File: config.mk
export PLATFORM = sky130hd
export DESIGN_NAME = tsmap_ctrl
export DESIGN_NICKNAME = d
export VERILOG_FILES = /design/src/sv/tdma_slot_map_with_candidate_pick_top_macros.svh /design/src/sv/tsmap_pkg.sv /design/src/sv/tsmap_ctrl.sv
export SDC_FILE = /design/constraint.sdc
export NUM_CORES = 1
export LEC_CHECK = 0
export ABC_AREA = 1
export BUFFER_PORTS_ARGS = -buffer_cell sky130_fd_sc_hd__buf_4
export CORE_UTILIZATION = 43
export DETAILED_ROUTE_END_ITERATION = 10
export PLACE_DENSITY = 0.74
export SETUP_SLACK_MARGIN = 0.02
export SYNTH_ARGS = -nofsm -noshare
export SYNTH_HDL_FRONTEND = slang
export SYNTH_SLANG_ARGS = --single-unit
File: constraint.sdc
create_clock -name aclk -period 2.15 [get_ports aclk]
set_clock_uncertainty 0.05 [all_clocks]
set_input_delay 0.645 -clock aclk [delete_from_list [all_inputs] [get_ports aclk]]
set_output_delay 0.645 -clock aclk [all_outputs]
set_load 0.01 [all_outputs]
File: src/sv/tdma_slot_map_with_candidate_pick_top_macros.svh
// Assertion macros for the TDMA slot map block.
// Used by the datapath; expects aclk and aresetn in scope.
`ifndef TDMA_SLOT_MAP_WITH_CANDIDATE_PICK_TOP_MACROS_SVH
`define TDMA_SLOT_MAP_WITH_CANDIDATE_PICK_TOP_MACROS_SVH

// Condition holds at every clock edge out of reset
`define TSMAP_ASSERT_ALWAYS(label, cond, msg) \
    label: assert property (@(posedge aclk) disable iff (!aresetn) (cond)) \
        else $error(msg);

// Antecedent implies consequent in the next cycle
`define TSMAP_ASSERT_NEXT(label, ante, cons, msg) \
    label: assert property (@(posedge aclk) disable iff (!aresetn) (ante) |=> (cons)) \
        else $error(msg);

`endif

File: src/sv/tsmap_pkg.sv
// Shared types and constants of the TDMA slot map block.
// No dependencies; used by every module of the block.
package tsmap_pkg;

    // Default parameter values
    localparam int RING_FRAMES_DEF     = 4;
    localparam int SLOTS_PER_FRAME_DEF = 2250;
    localparam int CANDIDATE_DEPTH_DEF = 255;

    // Field widths
    localparam int FUNC_W  = 2;
    localparam int FRAME_W = 31;
    localparam int CH_W    = 2;
    localparam int SLOTF_W = 12;
    localparam int STATE_W = 4;
    localparam int SEL_W   = 12;
    localparam int RND_W   = 16;
    localparam int CNTF_W  = 8;

    // Port widths
    localparam int S_TDATA_W   = 112;
    localparam int S_TUSER_W   = FUNC_W;
    localparam int M_TDATA_W   = 32;
    localparam int CFG_INDEX_W = 1;
    localparam int CFG_DATA_W  = 7;

    // Input tdata field offsets
    localparam int OFS_CUR  = 0;
    localparam int OFS_CH   = 31;
    localparam int OFS_SLOT = 33;
    localparam int OFS_TF   = 45;
    localparam int OFS_NST  = 76;
    localparam int OFS_SEL  = 80;
    localparam int OFS_BOTH = 92;
    localparam int OFS_RND  = 93;

    // Operation codes
    localparam logic [FUNC_W-1:0] FUNC_ADVANCE = 2'd0;
    localparam logic [FUNC_W-1:0] FUNC_SET     = 2'd1;
    localparam logic [FUNC_W-1:0] FUNC_GET     = 2'd2;
    localparam logic [FUNC_W-1:0] FUNC_PICK    = 2'd3;

    // Channel codes
    localparam logic [CH_W-1:0] CH_A = 2'd0;
    localparam logic [CH_W-1:0] CH_B = 2'd1;

    // Register indexes
    localparam logic [CFG_INDEX_W-1:0] CFG_FLOOR = 1'b0;
    localparam logic [CFG_INDEX_W-1:0] CFG_CEIL  = 1'b1;
    localparam logic [CFG_DATA_W-1:0]  FLOOR_RST = 7'd1;
    localparam logic [CFG_DATA_W-1:0]  CEIL_RST  = 7'd127;

    // Slot byte nibble masks
    localparam logic [7:0] MASK_A = 8'h0F;
    localparam logic [7:0] MASK_B = 8'hF0;

    // Controller to datapath commands
    typedef struct packed {
        logic load_in;
        logic adv;
        logic clr_step;
        logic smod_start;
        logic smod_take;
        logic op_issue;
        logic rmw;
        logic probe;
        logic check;
        logic rmod_start;
        logic cand_take;
        logic load_out;
    } cmd_t;

    // Datapath to controller status
    typedef struct packed {
        logic [FUNC_W-1:0] func;
        logic              need_clr;
        logic              clr_last;
        logic              div_done;
        logic              pick_ok;
        logic              probe_last;
        logic              cnt_zero;
        logic              out_free;
    } sts_t;

endpackage

File: src/sv/tsmap_ctrl.sv
// Controller state machine of the TDMA slot map block.
// Depends on tsmap_pkg; drives the datapath through cmd_t.
module tsmap_ctrl (
    input  logic              aclk,
    input  logic              aresetn,
    input  logic              s_tvalid,
    output logic              s_tready,
    input  tsmap_pkg::sts_t   sts,
    output tsmap_pkg::cmd_t   cmd
);
    import tsmap_pkg::*;

    typedef enum logic [3:0] {
        S_INIT, S_IDLE, S_ADV, S_CLEAR, S_SMOD, S_SWAIT, S_OP, S_RMW,
        S_PROBE, S_CHECK, S_RMOD, S_RWAIT, S_CTAKE, S_DONE
    } state_t;

    state_t state_reg, state_next;
    logic   s_tready_reg;

    // Next state and commands
    always_comb begin
        state_next = state_reg;
        cmd        = '0;
        unique case (state_reg)
            S_INIT: begin
                cmd.clr_step = 1'b1;
                if (sts.clr_last) state_next = S_IDLE;
            end
            S_IDLE: begin
                if (s_tvalid && s_tready_reg) begin
                    cmd.load_in = 1'b1;
                    state_next  = S_ADV;
                end
            end
            S_ADV: begin
                cmd.adv    = 1'b1;
                state_next = sts.need_clr ? S_CLEAR : S_SMOD;
            end
            S_CLEAR: begin
                cmd.clr_step = 1'b1;
                if (sts.clr_last) state_next = S_SMOD;
            end
            S_SMOD: begin
                cmd.smod_start = 1'b1;
                state_next     = S_SWAIT;
            end
            S_SWAIT: begin
                if (sts.div_done) begin
                    cmd.smod_take = 1'b1;
                    state_next    = S_OP;
                end
            end
            S_OP: begin
                cmd.op_issue = 1'b1;
                unique case (sts.func) inside
                    FUNC_SET, FUNC_GET: state_next = S_RMW;
                    FUNC_PICK:          state_next = sts.pick_ok ? S_PROBE : S_DONE;
                    default:            state_next = S_DONE;
                endcase
            end
            S_RMW: begin
                cmd.rmw    = 1'b1;
                state_next = S_DONE;
            end
            S_PROBE: begin
                cmd.probe  = 1'b1;
                state_next = S_CHECK;
            end
            S_CHECK: begin
                cmd.check  = 1'b1;
                state_next = sts.probe_last ? S_RMOD : S_PROBE;
            end
            S_RMOD: begin
                if (sts.cnt_zero) begin
                    state_next = S_DONE;
                end else begin
                    cmd.rmod_start = 1'b1;
                    state_next     = S_RWAIT;
                end
            end
            S_RWAIT: begin
                if (sts.div_done) state_next = S_CTAKE;
            end
            S_CTAKE: begin
                cmd.cand_take = 1'b1;
                state_next    = S_DONE;
            end
            S_DONE: begin
                if (sts.out_free) begin
                    cmd.load_out = 1'b1;
                    state_next   = S_IDLE;
                end
            end
            default: state_next = S_INIT;
        endcase
    end

    // Hold state and registered ready
    always_ff @(posedge aclk) begin
        if (!aresetn) begin
            state_reg    <= S_INIT;
            s_tready_reg <= 1'b0;
        end else begin
            state_reg    <= state_next;
            s_tready_reg <= (state_next == S_IDLE);
        end
    end

    assign s_tready = s_tready_reg;

endmodule

# After elaboration in Yosys (flattened, before gate mapping)

Index checks and enable logic that the tools add are counted.

Flip-flop bits (word level): 5
Logic and storage cells: 52

Equal/unequal tests: 17
Muxes and demuxes: 28
Reduce and logical (&&, ||, !) cells: 5

Operators with widths:

| cell                                                            | count |
|---|---|
| 4-bit case mux with 13 select lines                             | 1 |
| 4-bit == test, second input constant                            | 6 |
| 4-bit two-way mux                                               | 6 |
| 4-bit by 3-bit == test with 1-bit output, second input constant | 4 |
| 1-bit two-way mux                                               | 16 |
| 3-bit two-way mux                                               | 3 |
| 4-bit by 1-bit == test with 1-bit output, second input constant | 2 |
| 4-bit by 2-bit == test with 1-bit output, second input constant | 2 |
| 4-bit case mux with 2 select lines                              | 1 |
| 2-bit OR reduction                                              | 3 |
| 2-bit == test, second input constant                            | 2 |
| 4-bit logical NOT                                               | 1 |
| 2-bit by 1-bit == test with 1-bit output, second input constant | 1 |
| 2-bit two-way mux                                               | 1 |
| 1-bit logical AND                                               | 1 |

# Depth between registers and ports, before layout

Gate-level depths: netlist of run 1.

Depth after elaboration: 5
Depth in mapped cells: 10
Mapped depth without buffers: 10

# Least setup slack after synthesis of run 1

No wires, ideal clock.

Path kind: input -> register
Start: input sts[7] in the netlist's numbering
End: register s_tready_reg, in the netlist s_tready
Library setup time: 0.064 ns
Arrival: 1.586 ns
Data required time: 2.036 ns
Setup slack: 0.451 ns
Cell stages on the path: 9
Cells stage by stage: inv_1 ha_1 nor2_1 o21ai_0 a21oi_1 nand2_1 nor2_2 nand2_1 nor2_1

Word-level cells in the longest chain between the ends: 5

RTL lines:

| what                                                                                       | RTL line          | RTL |
|---|---|---|
| from (decl)                                                                                | tsmap_ctrl.sv:8   | `input tsmap_pkg::sts_t sts,` |
| 2-bit by 1-bit == test with 1-bit output (no source line) or 2-bit == test (tied branches) | -                 |  |
| 2-bit OR reduction                                                                         | tsmap_ctrl.sv:56  | `unique case (sts.func) inside` |
| 4-bit case mux with 2 select lines *                                                       | tsmap_ctrl.sv:56  |  |
| 4-bit case mux with 13 select lines *                                                      | tsmap_ctrl.sv:25  | `unique case (state_reg)` |
| 4-bit by 1-bit == test with 1-bit output *                                                 | tsmap_ctrl.sv:106 | `s_tready_reg <= (state_next == S_IDLE);` |
| to (signal assigned)                                                                       | tsmap_ctrl.sv:106 |  |
| to (decl)                                                                                  | tsmap_ctrl.sv:19  | `logic s_tready_reg;` |

Every way passes the cells marked *; elsewhere a longest branch is shown, timed or not.
A chain may end at the register's enable or synchronous reset.

==> metrics, run 1 <==
CTS root buf=clkbuf_4; chip width=between 30 and 40 um; Startpoint Class=flip-flop; TNS Setup=0 ns; arrival time at the worst endpoint=1.35 ns; leakage power total=0.000531 uW; grt met2 use=0.419; Critical R2R Launch=state_reg[2]$_SDFF_PN0_; Peak VDD IR=between 0.0003 and 0.0004 V; Max Slew Vio Count=0; start point of the critical path=state_reg[2]$_SDFF_PN0_; Syn Nets=120; initial antenna violation count=0; most common cell in the synthesized netlist=inv_1; HP Class=in2reg; crit end category=primary output; Remaining DRCs=0; GRT overflow=0; Tmin final=2.04 ns; Via density=4.71; Critical-path top delay cell=dfxtp_1; H-Tree Depth=1; num rows=12; Final setup violation count=0; die area=0.00146 mm2; crit path max fanout=5; number of global-route vias before repair=598; EDFF count, synth=0; fin cells=149; Distinct cells, synth=16; nets=150; drt wl/cell=9.86 um; ys async rst share=0; area occupied by multi-input gates=369 um2; Worst Min Path Start=aresetn; number of flip-flops in the largest register=4; yosys warns=0; clock share of power=0.363; Post-CTS Hold Fix Bufs=0; Ant. Diodes=0; first-pass GRT wire length=roughly 2.4 mm; Top Usage Layer GRT=met2; Post-Layout Inst Area=802 um2; fraction of layout cells with a size suffix above 1=0.333; placed instance area=~770 um2; area grow syn2layout=41.8%; 1st-iter DRT viols=18; combinational share of power=0.290; Post-Route WL=1.47 mm; setup ws final=approximately 0.11 ns; buffers and inverters on the worst path=3; Switch Pwr=101 uW; HPWL Detailed=1.15 mm; largest net degree at the start of global routing=8; Tot GR Track Use=0.251; Reg area=about 100 um2; CP required=1.45 ns; clk slew on worst S/H paths=0.04 ns; RSZ-0062 raised after global routing=false; top cells by area, synth=dfxtp_1 18%, inv_1 15%, nand3_1 14%; # clock sinks=5; Avg Cell Area, Syn=5.34 um2; clock buffer depth=2; clock latency on the worst-skew pair=0.25 ns; CTS tree=yes; M1 GR Usage=0.284; TritonRoute pass-1 iters=4; Post-Place Worst Slack=0.238 ns; synthesized flop and latch total=5; Pint=211 uW; # fillers=132; Setup CP Type=reg2out; Final ANT Viol Nets=0; fmax=0.490 GHz; Post-Syn Instances=~110; Worst path top cell family by delay=simple AND/OR/NAND/NOR gates; routed via count=702; Yosys top cell area share=0.177; MaxCap Viol Count=0; Initial Util=0.483; CTS Buf Count=3; PwrDens=388 mW/mm2; ys flop type=dfxtp_1; Syn Std Cell Area=566 um2; M3 GR Usage=0.0523; final hold vios=0; max incr delay on CP=0.42 ns; Die Span Y=38.3 um; Cell Chain, Critical Path=inv_2 -> nor2_1 -> nand3_1 -> inv_1 -> buf_4; Post-synth top cells=22 x inv_1, 21 x nand2_1, 16 x nand3_1; status=complete, no violations; placer congestion estimate=approximately 0.86; I/O pins=25; register area share after synthesis=0.177; Slew headroom=0.755; core footprint=0.00117 mm2; Final Hold Slack=0.569 ns; Port Buf Inserts=24; Sw Share=0.323; Synth area leader=dfxtp_1; dpl cells=145; final period utilization=0.949; sequential share of power=0.347; worst slew pin tran=0.367 ns
through the flow:
step | util | power, uW
6_report | 0.685 | 312
5_1_grt | 0.685 | 337
4_1_cts | 0.681 | 312
3_5_place_dp | 0.658 | 197
3_3_place_gp | 0.658 | 196
2_1_floorplan | - | 157
cell families after synthesis:
family / synth area share
buffers and inverters: 0.179
AO/OA/AOI/OAI: 0.0686
adder cells (fa/ha/maj): 0.0442
flip-flops: 0.177
AND/OR/NAND/NOR: 0.531
tightest hold or removal path, delay by kind of cell:
kind                   cells  cell delay [ns]
buffers and inverters      2             0.13
and+or+nand+nor            1             0.06
power groups by stage:
stage | clock network (uW) | logic [uW] | registers [uW]
after floorplan | 0 | 47.9 | 110
after global placement | 0 | 86.6 | 110
after global routing | 125 | 103 | 109
final | 113 | 90.3 | 108
after CTS | 116 | 88.5 | 108
after detailed placement | 0 | 87.9 | 109
per-layer routing:
| metal | vias to the layer above | part of all wire |
|---|---|---|
| met2 | 29 | 0.47 |
| li1 | 377 | - |
| met5 | - | 0 |
| met4 | 0 | 0.027 |
| met3 | 5 | 0.060 |
| met1 | 291 | 0.44 |
final timing paths:
path | endpoint | slack [ns] | cells past startpoint
min | state_reg[0]$_SDFF_PN0_ | 0.57 | 3
max | cmd[7] | 0.11 | 5
max reg2reg | s_tready$_SDFF_PN0_ | 0.78 | 9
min reg2reg | state_reg[0]$_SDFF_PN0_ | 0.72 | 7
layout make-up:
type                    count  area share
multi-input cells          74       0.460
clock buffers               4      0.0328
well taps                  14      0.0218
flip-flops and latches      5       0.125
repair buffers             25       0.234
inverters                  27       0.126
cells in the final DEF, fill, tap and decap left out, types with 3 or more instances in the layout:
cell type | netlist | layout
buf_4 | 0 | 25
inv_1 | 22 | 22
nand2_1 | 21 | 21
nand3_1 | 16 | 16
nor2_1 | 15 | 15
nor2_2 | 8 | 7
inv_2 | 5 | 5
dfxtp_1 | 5 | 5
a21oi_1 | 4 | 4
clkbuf_4 | 0 | 3
what timing repair did:
item                                   CTS  global route
setup endpoints to repair                0             3
buffers inserted                         0             0
gates resized for setup                  0             1
endpoints found under the hold margin    0             0
Power figures use the tool's default switching activity.
==> run 2, diff against run 1 <==
==> constraint.sdc (replaced) <==
create_clock -name aclk -period 2 [get_ports aclk]
set_clock_uncertainty 0.05 [all_clocks]
set_input_delay 0.6 -clock aclk [delete_from_list [all_inputs] [get_ports aclk]]
set_output_delay 0.6 -clock aclk [all_outputs]
set_load 0.01 [all_outputs]
==> run 2 against run 1 <==
Against the previous run:
- clock power hardly changed
- utilization is 1.6 points higher
- register-to-register slack lost 0.18 ns
- worst setup slack better by 0.0062 ns
- flip-flop and latch count did not move
- clock-buffer cell count unchanged
- total power up 6.9%
- via count rose by 2.6%
- non-clock buffer count is 1 higher
- sequential share of layout area up 0.17 points
- cell area is 2.3% higher
==> metrics, run 2 (synthesis gave the netlist of run 1 again) <==
status=complete, no violations; Peak VDD IR=0.000237 V (-22%); CTS tree=yes; Post-Route WL=1.51 mm (+2.7%); largest net degree at the start of global routing=8 (unchanged); worst slew pin tran=0.234 ns (-0.133 ns); HP Class=in2reg; critical path endpoint=cmd[3]; setup ws final=0.115 ns (+0.00619 ns); TritonRoute pass-1 iters=4 (unchanged); final period utilization=0.943; Final Hold Slack=0.542 ns (-0.0275 ns); crit path max fanout=4 (-1); Tmin final=around 1.9 ns; first-pass GRT wire length=2.26 mm (-5.7%); I/O pins=25 (unchanged); core footprint=0.00117 mm2 (unchanged); fmax=0.530 GHz; 1st-iter DRT viols=20 (+2); Final ANT Viol Nets=0 (unchanged); Via density=4.80 (+1.9%); Post-CTS Setup Repair Bufs=0 (unchanged); placer congestion estimate=0.863 (about the same); die area=0.00146 mm2 (unchanged); num rows=12 (unchanged); routed via count=720 (+2.6%); crit end category=primary output; PwrDens=406 mW/mm2 (+4.5%); Reg2Reg Depth=9 (unchanged); CTS root buf=clkbuf_4; start point of the critical path=state_reg[3]$_SDFF_PN0_; leakage power total=0.000539 uW (+1.6%); area grow syn2layout=45.1%; clock latency on the worst-skew pair=0.24 ns (about the same); MaxCap Viol Count=0 (unchanged); final hold vios=0 (unchanged); chip width=38.3 um (unchanged); initial antenna violation count=0 (unchanged); Startpoint Class=flip-flop; Ant. Diodes=0 (unchanged); HPWL Detailed=1.23 mm (+6.4%); fraction of layout cells with a size suffix above 1=0.368 (+0.0343); CP required=1.35 ns (-0.10 ns); r2r setup slk=0.60 ns (-0.18 ns); Slew headroom=0.842 (+0.0878); # fillers=120 (-9.1%); Max Slew Vio Count=0 (unchanged); Die Span Y=38.3 um (unchanged); drt wl/cell=10.1 um (+2.0%); number of flip-flops in the largest register=4 (unchanged); number of global-route vias before repair=588 (-1.7%); nets=151 (+0.67%); Port Buf Inserts=24 (unchanged); WHS Path Cells=3 (unchanged); FF-to-FF End=s_tready$_SDFF_PN0_; Setup CP Type=reg2out; TNS Setup=0 ns (unchanged); RSZ-0062 raised after global routing=false; Tot GR Track Use=0.218 (-0.0326); CTS Buf Count=3 (unchanged); Remaining DRCs=0 (unchanged); clock buffer depth=2 (unchanged); Initial Util=0.483 (unchanged); H-Tree Depth=1 (unchanged); Post-Place Worst Slack=0.113 ns (-0.125 ns); # clock sinks=5 (unchanged); Final setup violation count=0 (unchanged); clk slew on worst S/H paths=0.04 ns (about the same); Critical R2R Launch=state_reg[2]$_SDFF_PN0_; most frequent cells in the layout=26 x buf_4, 22 x inv_1, 21 x nand2_1; GRT overflow=0 (unchanged); commonest non-fill, non-tap cell in the layout=buf_4; arrival time at the worst endpoint=1.24 ns (-0.11 ns)
[run 2: cell count changes in the layout (fill, tap and decap cells not counted), sizes merged]
cell | previous run | this run
buf | 25 | 26
[run 2: worst min path at each step]
stage | start | endpoint | slack [ns]
2_1_floorplan | state_reg[2]$_SDFF_PN0_ | state_reg[3]$_SDFF_PN0_ | 0.66
3_3_place_gp | s_tready$_SDFF_PN0_ | state_reg[0]$_SDFF_PN0_ | 0.71
3_5_place_dp | s_tready$_SDFF_PN0_ | state_reg[0]$_SDFF_PN0_ | 0.69
4_1_cts | aresetn | state_reg[0]$_SDFF_PN0_ | 0.54
5_1_grt | aresetn | state_reg[0]$_SDFF_PN0_ | 0.56
6_report | aresetn | state_reg[0]$_SDFF_PN0_ | 0.54
[run 2: report_power, final]
part	switching [uW]	leakage, uW	internal (uW)
Combinational	54.8	0.000482	44.7
Sequential	9.24	0.0000421	108
Clock	41.0	0.0000150	75.4
Total	105	0.000539	228
[run 2: cell type report]
| type | count | area, um2 | area share |
|---|---|---|---|
| inverter | 27 | 101 | 0.123 |
| timing repair buffer | 26 | 195 | 0.238 |
| sequential | 5 | 104 | 0.127 |
| clock buffer | 4 | 26.3 | 0.0320 |
| tap | 14 | 17.5 | 0.0213 |
| multi-input combinational | 74 | 377 | 0.459 |
[run 2: per-layer routing]
| metal | routed length, um | GRT usage |
|---|---|---|
| met5 | 0 | 0 |
| met4 | 0 | 0.0536 |
| met3 | 77 | 0 |
| met2 | 733 | 0.403 |
| met1 | 698 | 0.278 |
[run 2: repair_timing]
action | in CTS | in global routing
endpoints found under the setup margin | 1 | 5
hold buffers | 0 | 0
gates resized for setup | 1 | 5
[run 2: critical path: stages, from the launching register on]
cell     delay, ns
dfxtp_2       0.38
inv_2         0.05
nor2_2        0.16
inv_1         0.10
nor3_1        0.16
buf_4         0.15
[run 2: through the flow]
stage / total power, uW / utilization / instances / area [um2]
floorplan: 169 / - / 106 / 566
global placement: 212 / 0.665 / 146 / 778
detailed placement: 213 / 0.665 / 146 / 778
CTS: 336 / 0.691 / 150 / 810
global route: 357 / 0.701 / 150 / 821
finish: 333 / 0.701 / 150 / 821
